## src/hdl/stiru_pkg.sv

```systemverilog
package stiru_pkg;

	// Command codes
	localparam logic [1:0] CMD_INSERT = 2'd0;
	localparam logic [1:0] CMD_REMOVE = 2'd1;
	localparam logic [1:0] CMD_UPDATE = 2'd2;

	// Status codes
	localparam logic [1:0] ST_OK        = 2'd0;
	localparam logic [1:0] ST_FULL      = 2'd1;
	localparam logic [1:0] ST_NOT_FOUND = 2'd2;

	// Field widths
	localparam int ID_W    = 16;
	localparam int ALT_W   = 16;
	localparam int SLOT_W  = 4;
	localparam int COUNT_W = 5;

	// One result, handed from the sequencer to the output register
	typedef struct packed {
		logic [1:0]         status;
		logic [SLOT_W-1:0]  slot;
		logic [ALT_W-1:0]   old_alt;
		logic [COUNT_W-1:0] count;
	} result_t;

endpackage

```

## src/hdl/slot_table_insert_remove_update.sv

```systemverilog
// Slot table with insert, remove and update commands.
// Input channel: in_valid/in_stall carry command, flight_id and new_altitude;
// a transfer happens when in_valid is high and in_stall is low.
// Output channel: out_valid/out_stall carry status, slot_index, old_altitude
// and occupied_count; every command gives exactly one result.
// The sequencer scans the slots one per cycle through a single compare unit
// fed by a RAM with registered read; a command stops at the first free or
// matching slot, a miss scans all SLOTS slots, and the unused command code
// skips the scan. One command is processed at a time; the next transfer is
// taken only after the result has entered the output register.
// in_stall is high while a command is in flight.
// Reset clears all valid bits and the occupancy count at once; no clearing
// pass is needed. When the receiver holds out_stall, the result stays put
// and the finished command waits in the sequencer, holding off new input.
module slot_table_insert_remove_update #(
	parameter int SLOTS = 16
) (
	input  logic        clk,
	input  logic        arst_n,
	input  logic        in_valid,
	output logic        in_stall,
	input  logic [1:0]  command,
	input  logic [15:0] flight_id,
	input  logic [15:0] new_altitude,
	output logic        out_valid,
	input  logic        out_stall,
	output logic [1:0]  status,
	output logic [3:0]  slot_index,
	output logic [15:0] old_altitude,
	output logic [4:0]  occupied_count
);

	import stiru_pkg::*;

	logic    busy;
	logic    res_valid;
	logic    res_take;
	result_t res;
	logic    out_valid_q;
	result_t out_q;

	stiru_ctrl #(
		.SLOTS (SLOTS)
	) u_ctrl (
		.clk       (clk),
		.arst_n    (arst_n),
		.start     (in_valid && !busy),
		.cmd       (command),
		.id        (flight_id),
		.alt       (new_altitude),
		.busy      (busy),
		.res_valid (res_valid),
		.res_take  (res_take),
		.res       (res)
	);

	assign in_stall = busy;
	assign res_take = !out_valid_q || !out_stall;

	// Output register: load a new result or drop the transferred one
	always_ff @(posedge clk or negedge arst_n) begin
		if (!arst_n) begin
			out_valid_q <= 1'b0;
			out_q       <= '0;
		end else if (res_take) begin
			out_valid_q <= res_valid;
			if (res_valid) begin
				out_q <= res;
			end
		end
	end

	assign out_valid      = out_valid_q;
	assign status         = out_q.status;
	assign slot_index     = out_q.slot;
	assign old_altitude   = out_q.old_alt;
	assign occupied_count = out_q.count;

	// Accepted command keeps the input side stalled next cycle
	assert property (@(posedge clk) disable iff (!arst_n)
		in_valid && !in_stall |=> in_stall)
		else $error("input not stalled after a command transfer");

	// Error results carry no slot and no altitude
	assert property (@(posedge clk) disable iff (!arst_n)
		out_valid && (status == ST_FULL || status == ST_NOT_FOUND)
		|-> slot_index == '0 && old_altitude == '0)
		else $error("error result with nonzero slot or altitude");

	// Table full only when every slot is occupied
	assert property (@(posedge clk) disable iff (!arst_n)
		out_valid && status == ST_FULL |-> occupied_count == COUNT_W'(SLOTS))
		else $error("table full reported with free slots");

	// Occupancy never exceeds the table size
	assert property (@(posedge clk) disable iff (!arst_n)
		out_valid && SLOTS < 32 |-> occupied_count <= COUNT_W'(SLOTS))
		else $error("occupancy count above table size");

endmodule

```

## src/hdl/stiru_ram.sv

```systemverilog
module stiru_ram #(
	parameter int WIDTH = 32,
	parameter int DEPTH = 16
) (
	input  logic                                  clk,
	input  logic                                  we,
	input  logic [(DEPTH > 1 ? $clog2(DEPTH) : 1)-1:0] waddr,
	input  logic [WIDTH-1:0]                      wdata,
	input  logic [(DEPTH > 1 ? $clog2(DEPTH) : 1)-1:0] raddr,
	output logic [WIDTH-1:0]                      rdata
);

	logic [WIDTH-1:0] mem_q [DEPTH];

	// Write one entry, register the read
	always_ff @(posedge clk) begin
		if (we) begin
			mem_q[waddr] <= wdata;
		end
		rdata <= mem_q[raddr];
	end

endmodule

```

## src/hdl/stiru_ctrl.sv

```systemverilog
module stiru_ctrl #(
	parameter int SLOTS = 16
) (
	input  logic                    clk,
	input  logic                    arst_n,
	input  logic                    start,
	input  logic [1:0]              cmd,
	input  logic [15:0]             id,
	input  logic [15:0]             alt,
	output logic                    busy,
	output logic                    res_valid,
	input  logic                    res_take,
	output stiru_pkg::result_t      res
);

	import stiru_pkg::*;

	localparam int IW = (SLOTS > 1) ? $clog2(SLOTS) : 1;
	localparam int CW = $clog2(SLOTS + 1);
	localparam int DW = ID_W + ALT_W;
	localparam logic [IW-1:0] LAST = IW'(SLOTS - 1);

	typedef enum logic [1:0] {
		S_IDLE,
		S_SCAN,
		S_DONE
	} state_t;

	state_t             state_q;
	logic [1:0]         cmd_q;
	logic [ID_W-1:0]    id_q;
	logic [ALT_W-1:0]   alt_q;
	logic [IW-1:0]      idx_q;
	logic               issue_q;
	logic               chk_s1;
	logic [IW-1:0]      idx_s1;
	logic               vld_s1;
	logic [SLOTS-1:0]   valid_q;
	logic [CW-1:0]      count_q;
	result_t            res_q;

	logic               ram_we;
	logic [DW-1:0]      ram_wdata;
	logic [DW-1:0]      ram_rdata;
	logic               hit;
	logic               miss_end;
	logic [CW-1:0]      count_inc;
	logic [CW-1:0]      count_dec;

	// Identifier and altitude store, one slot read per cycle
	stiru_ram #(
		.WIDTH (DW),
		.DEPTH (SLOTS)
	) u_ram (
		.clk   (clk),
		.we    (ram_we),
		.waddr (idx_s1),
		.wdata (ram_wdata),
		.raddr (idx_q),
		.rdata (ram_rdata)
	);

	// Compare the slot read last cycle
	always_comb begin
		if (cmd_q == CMD_INSERT) begin
			hit = chk_s1 && !vld_s1;
		end else begin
			hit = chk_s1 && vld_s1 && (ram_rdata[DW-1:ALT_W] == id_q);
		end
		miss_end = chk_s1 && !hit && !issue_q;
	end

	// Write back the slot on a hit; remove only touches the valid bit
	assign ram_we    = (state_q == S_SCAN) && hit && (cmd_q != CMD_REMOVE);
	assign ram_wdata = (cmd_q == CMD_INSERT) ? {id_q, {ALT_W{1'b0}}} : {id_q, alt_q};
	assign count_inc = count_q + CW'(1);
	assign count_dec = count_q - CW'(1);

	assign busy      = (state_q != S_IDLE);
	assign res_valid = (state_q == S_DONE);
	assign res       = res_q;

	// Sequencer
	always_ff @(posedge clk or negedge arst_n) begin
		if (!arst_n) begin
			state_q <= S_IDLE;
			cmd_q   <= CMD_INSERT;
			id_q    <= '0;
			alt_q   <= '0;
			idx_q   <= '0;
			issue_q <= 1'b0;
			chk_s1  <= 1'b0;
			idx_s1  <= '0;
			vld_s1  <= 1'b0;
			valid_q <= '0;
			count_q <= '0;
			res_q   <= '0;
		end else begin
			unique case (state_q)
				S_IDLE: begin
					if (start) begin
						cmd_q  <= cmd;
						id_q   <= id;
						alt_q  <= alt;
						idx_q  <= '0;
						chk_s1 <= 1'b0;
						if (cmd == CMD_INSERT || cmd == CMD_REMOVE || cmd == CMD_UPDATE) begin
							issue_q <= 1'b1;
							state_q <= S_SCAN;
						end else begin
							// unused command: report the count, change nothing
							res_q.status  <= ST_OK;
							res_q.slot    <= '0;
							res_q.old_alt <= '0;
							res_q.count   <= COUNT_W'(count_q);
							state_q       <= S_DONE;
						end
					end
				end
				S_SCAN: begin
					if (hit) begin
						// stop on the first free or matching slot
						issue_q       <= 1'b0;
						chk_s1        <= 1'b0;
						state_q       <= S_DONE;
						res_q.status  <= ST_OK;
						res_q.slot    <= SLOT_W'(idx_s1);
						case (cmd_q)
							CMD_INSERT: begin
								valid_q[idx_s1] <= 1'b1;
								count_q         <= count_inc;
								res_q.old_alt   <= '0;
								res_q.count     <= COUNT_W'(count_inc);
							end
							CMD_REMOVE: begin
								valid_q[idx_s1] <= 1'b0;
								count_q         <= count_dec;
								res_q.old_alt   <= ram_rdata[ALT_W-1:0];
								res_q.count     <= COUNT_W'(count_dec);
							end
							default: begin
								res_q.old_alt <= ram_rdata[ALT_W-1:0];
								res_q.count   <= COUNT_W'(count_q);
							end
						endcase
					end else begin
						// advance the read address
						chk_s1 <= issue_q;
						if (issue_q) begin
							idx_s1 <= idx_q;
							vld_s1 <= valid_q[idx_q];
							if (idx_q == LAST) begin
								issue_q <= 1'b0;
							end else begin
								idx_q <= idx_q + IW'(1);
							end
						end
						if (miss_end) begin
							state_q       <= S_DONE;
							res_q.status  <= (cmd_q == CMD_INSERT) ? ST_FULL : ST_NOT_FOUND;
							res_q.slot    <= '0;
							res_q.old_alt <= '0;
							res_q.count   <= COUNT_W'(count_q);
						end
					end
				end
				S_DONE: begin
					if (res_take) begin
						state_q <= S_IDLE;
					end
				end
				default: begin
					state_q <= S_IDLE;
				end
			endcase
		end
	end

endmodule
```

## config.mk

```make
export PLATFORM = sky130hd
export DESIGN_NAME = slot_table_insert_remove_update
export DESIGN_NICKNAME = d
export VERILOG_FILES = /design/src/hdl/stiru_pkg.sv /design/src/hdl/slot_table_insert_remove_update.sv /design/src/hdl/stiru_ram.sv /design/src/hdl/stiru_ctrl.sv
export SDC_FILE = /design/constraint.sdc
export NUM_CORES = 1
export LEC_CHECK = 0
export BUFFER_PORTS_ARGS = -buffer_cell sky130_fd_sc_hd__buf_2
export CAP_MARGIN = 30
export CORE_ASPECT_RATIO = 1.75
export CORE_MARGIN = 2
export CORE_UTILIZATION = 58
export CTS_BUF_LIST = sky130_fd_sc_hd__clkbuf_16
export DETAILED_ROUTE_END_ITERATION = 16
export PLACE_DENSITY_LB_ADDON = 0.25
export SETUP_SLACK_MARGIN = 0.2
export SLEW_MARGIN = 30
export SYNTH_ARGS = -nofsm -noshare
export SYNTH_HDL_FRONTEND = slang
export SYNTH_SLANG_ARGS = --single-unit
```

## constraint.sdc

```tcl
create_clock -name clk -period 6.9 [get_ports clk]
set_input_delay 0.69 -clock clk [delete_from_list [all_inputs] [get_ports clk]]
set_output_delay 0.69 -clock clk [all_outputs]
set_load 0.05 [all_outputs]
```

==> flow_summary.ini <==
[worst_setup_path]
max_stage_delay_ns = 0.55
cp-startpoint = u_ctrl.id_q[2]$_DFFE_PN0P_
worstPathArrival_ns = 4.24
r2r_end = u_ctrl.u_ram.mem_q[13][15]$_DFFE_PP_
path_buf_inv = 1
cp_top_family = simple AND/OR/NAND/NOR gates
crit_cells = 7
required_ns = 7.14
reg2regPathDepth = 7
critPathCaptureType = flip-flop
worstSetupPathType = flip-flop to flip-flop
cp-start-kind = flip-flop
critPathMaxFanout = 20
path_cells = xnor2_1, nand4_1, or2_0, nor2_1, o211ai_1, nor2_4, buf_4
endpoint = u_ctrl.u_ram.mem_q[13][15]$_DFFE_PP_
r2r_start = u_ctrl.id_q[2]$_DFFE_PN0P_
slowest_stage = dfrtp_1
ff2ff_setup_slack_ns = 2.90

[grt]
grt_pass1_vias = 13826
grt_antenna_before_repair = 0
grt_overflow = 0
grt_util_all_layers_pct = 23.57
grt_pass1_wl_microns = 81480
grt_start_max_net_pins = 125

[timing]
timing.final.crit_share_pct = 57.94
min_period_ns = 3.998
drv_slew = 0
fmax_mhz = 250.1
slew_headroom_pct = 31.48
rsz0062_at_grt = false
setup_viol = 0
fin_hold_ws_ns = 0.1085
fin_setup_tns_ns = 0
hold_violations = 0
fin_skew_ns = 0.02626
worstMarginPinSlew_ns = 1.026

[floorplanning]
row_count = 102
chipWidth_microns = 163.6
fp.dieH_microns = 283.2
initial_core_util_pct = 58.52
pin_count = 67
core-area_sq_mm = 0.04416
die_area_sq_mm = 0.04633

[routing]
num_vias = 13268
ant_nets = 0
wl_per_cell_microns = 24.73
first_iter_violations = 1167
first_pass_iters = 5
routed_wl_microns = 53260
via_per_inst = 6.160
route.detailed.drc = 0

[power]
ir_drop_uv = 248.7
power_density_mw_per_mm2 = 380.2
p_leak_uw = 0.01013

[yosys]
synthTopCellsByArea = edfxtp_1, dfrtp_1, mux4_2
syn-num-nets = 1499
syn-cell-area_sq_mm = 0.02584
synthDistinctLibCells = 52
ys_warn_count = 0
seq_area_frac_synth_pct = 73.88
synth_area_leader_cell = edfxtp_1
syn_inst = 1458
yosys.area.top_type_share_pct = 59.49
syn_area_per_cell_sq_um = 17.72
synth_async_sr_flop_share_pct = 18.44
synth_ff_type = edfxtp_1
synth_seq_cells = 667
synth_edf_count = 512

[layout]
fill_cells = 3062
area_growth_pct = 11.14
drive_gt1_share_pct = 23.89
final_util_pct = 65.04
n_antenna_cell = 0
postLayoutCellArea_sq_mm = 0.02872
nNetsFinal = 1577

[clock_network]
clk_pin_slew_ns = 0.07
cts-htree-levels = 2
postCtsHoldBufs = 0
root_buffer = clkbuf_16
clock-sinks = 667
numCtsBuffers = 55
cts_tree = yes
post_cts_buffers = 0
cts_resized = 0
insertion_delay_ns = 0.60
clockBufferDepth = 3

[placement]
placed_cell_area_sq_mm = 0.02697
portBuffers = 66
dpl.hpwl_microns = 29530
gp_congestion = 0.7534

[run_status]
status = complete, no violations

[hold_path]
hold_path_class = input pin to asynchronous set/reset pin

[run]
maxCapViolCount = 0
-- per-layer routing --
metal	part of all wire (%)	vias to the layer above	GRT usage, %
met3	4.7	125	2.650
met1	38	6862	30.29
met4	3.7	0	9.430
met2	53	401	41.00
met5	0	-	0
li1	-	5880	-
-- worst min-delay path by stage --
| stage | slack (ns) | to | cells past startpoint |
|---|---|---|---|
| after floorplan | 0.39 | asynchronous set/reset pin | 0 |
| after global placement | 0.43 | u_ctrl.res[6]$_DFFE_PN0P_ | 1 |
| after detailed placement | 0.43 | u_ctrl.res[19]$_DFFE_PN0P_ | 1 |
| after CTS | 0.13 | u_ctrl.id_q[10]$_DFFE_PN0P_ | 1 |
| after global routing | 0.15 | u_ctrl.alt_q[3]$_DFFE_PN0P_ | 1 |
| final | 0.11 | asynchronous set/reset pin | 1 |
-- power breakdown --
part | leakage [uW] | switching [uW] | internal [uW]
sequential | 0.00648 | 501 | 5170
combinational | 0.00276 | 1330 | 945
clock | 0.000896 | 1380 | 1600
-- worst register-to-register path: stages (launching register included) --
cell and delay, ns:
dfrtp_1 0.55, xnor2_1 0.41, nand4_1 0.33, or2_0 0.47, nor2_1 0.48, o211ai_1 0.40
nor2_4 0.55, buf_4 0.47
-- Yosys cell counts, types with 22 or more instances --
master / number
a21oi_1: 39
a221oi_1: 33
a22o_1: 23
a22oi_1: 32
clkbuf_1: 47
dfrtp_1: 123
dfxtp_1: 32
edfxtp_1: 512
inv_1: 22
mux2_2: 91
mux2i_1: 128
mux4_2: 69
nand2_1: 70
nor2_1: 28
nor2b_1: 24
o21ai_0: 57
-- stage by stage --
stage	power (uW)	setup slack (ns)	instances
after global placement	7939	2.970	2049
after floorplan	7261	2.503	1458
after global routing	11370	2.721	2154
after CTS	10980	2.871	2153
after detailed placement	8022	2.882	2050
final	10920	2.902	2154
-- cells by family (layout without fill, tap and decap cells) --
kind of cell | count (synthesis) | after routing | share of synthesized area (%)
AO/OA/AOI/OAI | 209 | 209 | 5.505
XOR/XNOR | 19 | 19 | 0.6439
adder cells (fa/ha/maj) | 3 | 3 | 0.1453
buffers and inverters | 99 | 223 | 1.554
flip-flops | 667 | 667 | 73.88
multiplexers | 288 | 288 | 14.94
AND/OR/NAND/NOR | 173 | 173 | 3.331
-- sequential cells by signal, indices dropped and copies added, names as in the netlist, 5 cells and up, named ones only --
| register | count |
|---|---|
| u_ctrl.alt_q | 16 |
| u_ctrl.res | 27 |
| u_ctrl.id_q | 16 |
| u_ctrl.u_ram.rdata | 32 |
| u_ctrl.u_ram.mem_q | 512 |
| u_ctrl.count_q | 5 |
| old_altitude | 16 |
| occupied_count | 5 |
-- placed cells by master (no fill, tap or decap), types with 7 or more instances in the layout --
| cell | synthesis | layout |
|---|---|---|
| edfxtp_1 | 512 | 512 |
| inv_1 | 22 | 41 |
| xor2_1 | 11 | 11 |
| nand4_1 | 7 | 7 |
| mux2i_1 | 128 | 128 |
| nand3_1 | 16 | 16 |
| nor2b_2 | 0 | 13 |
| nor2_4 | 0 | 13 |
| a21oi_1 | 39 | 39 |
| clkbuf_16 | 0 | 55 |
| mux4_2 | 69 | 69 |
| buf_4 | 1 | 30 |
| xnor2_1 | 8 | 8 |
| buf_2 | 21 | 65 |
| mux2_2 | 91 | 91 |
| nand2_1 | 70 | 70 |
| dfxtp_1 | 32 | 32 |
| a221oi_1 | 33 | 33 |
| nor2_1 | 28 | 14 |
| nor2b_1 | 24 | 10 |
| dfrtp_1 | 123 | 120 |
| a22oi_1 | 32 | 32 |
| clkinv_1 | 0 | 11 |
| o21ai_0 | 57 | 57 |
| a22o_1 | 23 | 23 |
-- final cells by class --
cell class              count  area (sq um)  area share (%)
clock inverters            48         339.1           1.181
inverters                  22         82.58          0.2875
multi-input cells         692          6509           22.66
repair buffers             98         596.8           2.078
clock buffers              55          1376           4.792
well taps                 572         715.7           2.492
flip-flops and latches    667         19100           66.51
Note: power is estimated with default switching activity, not from simulation.
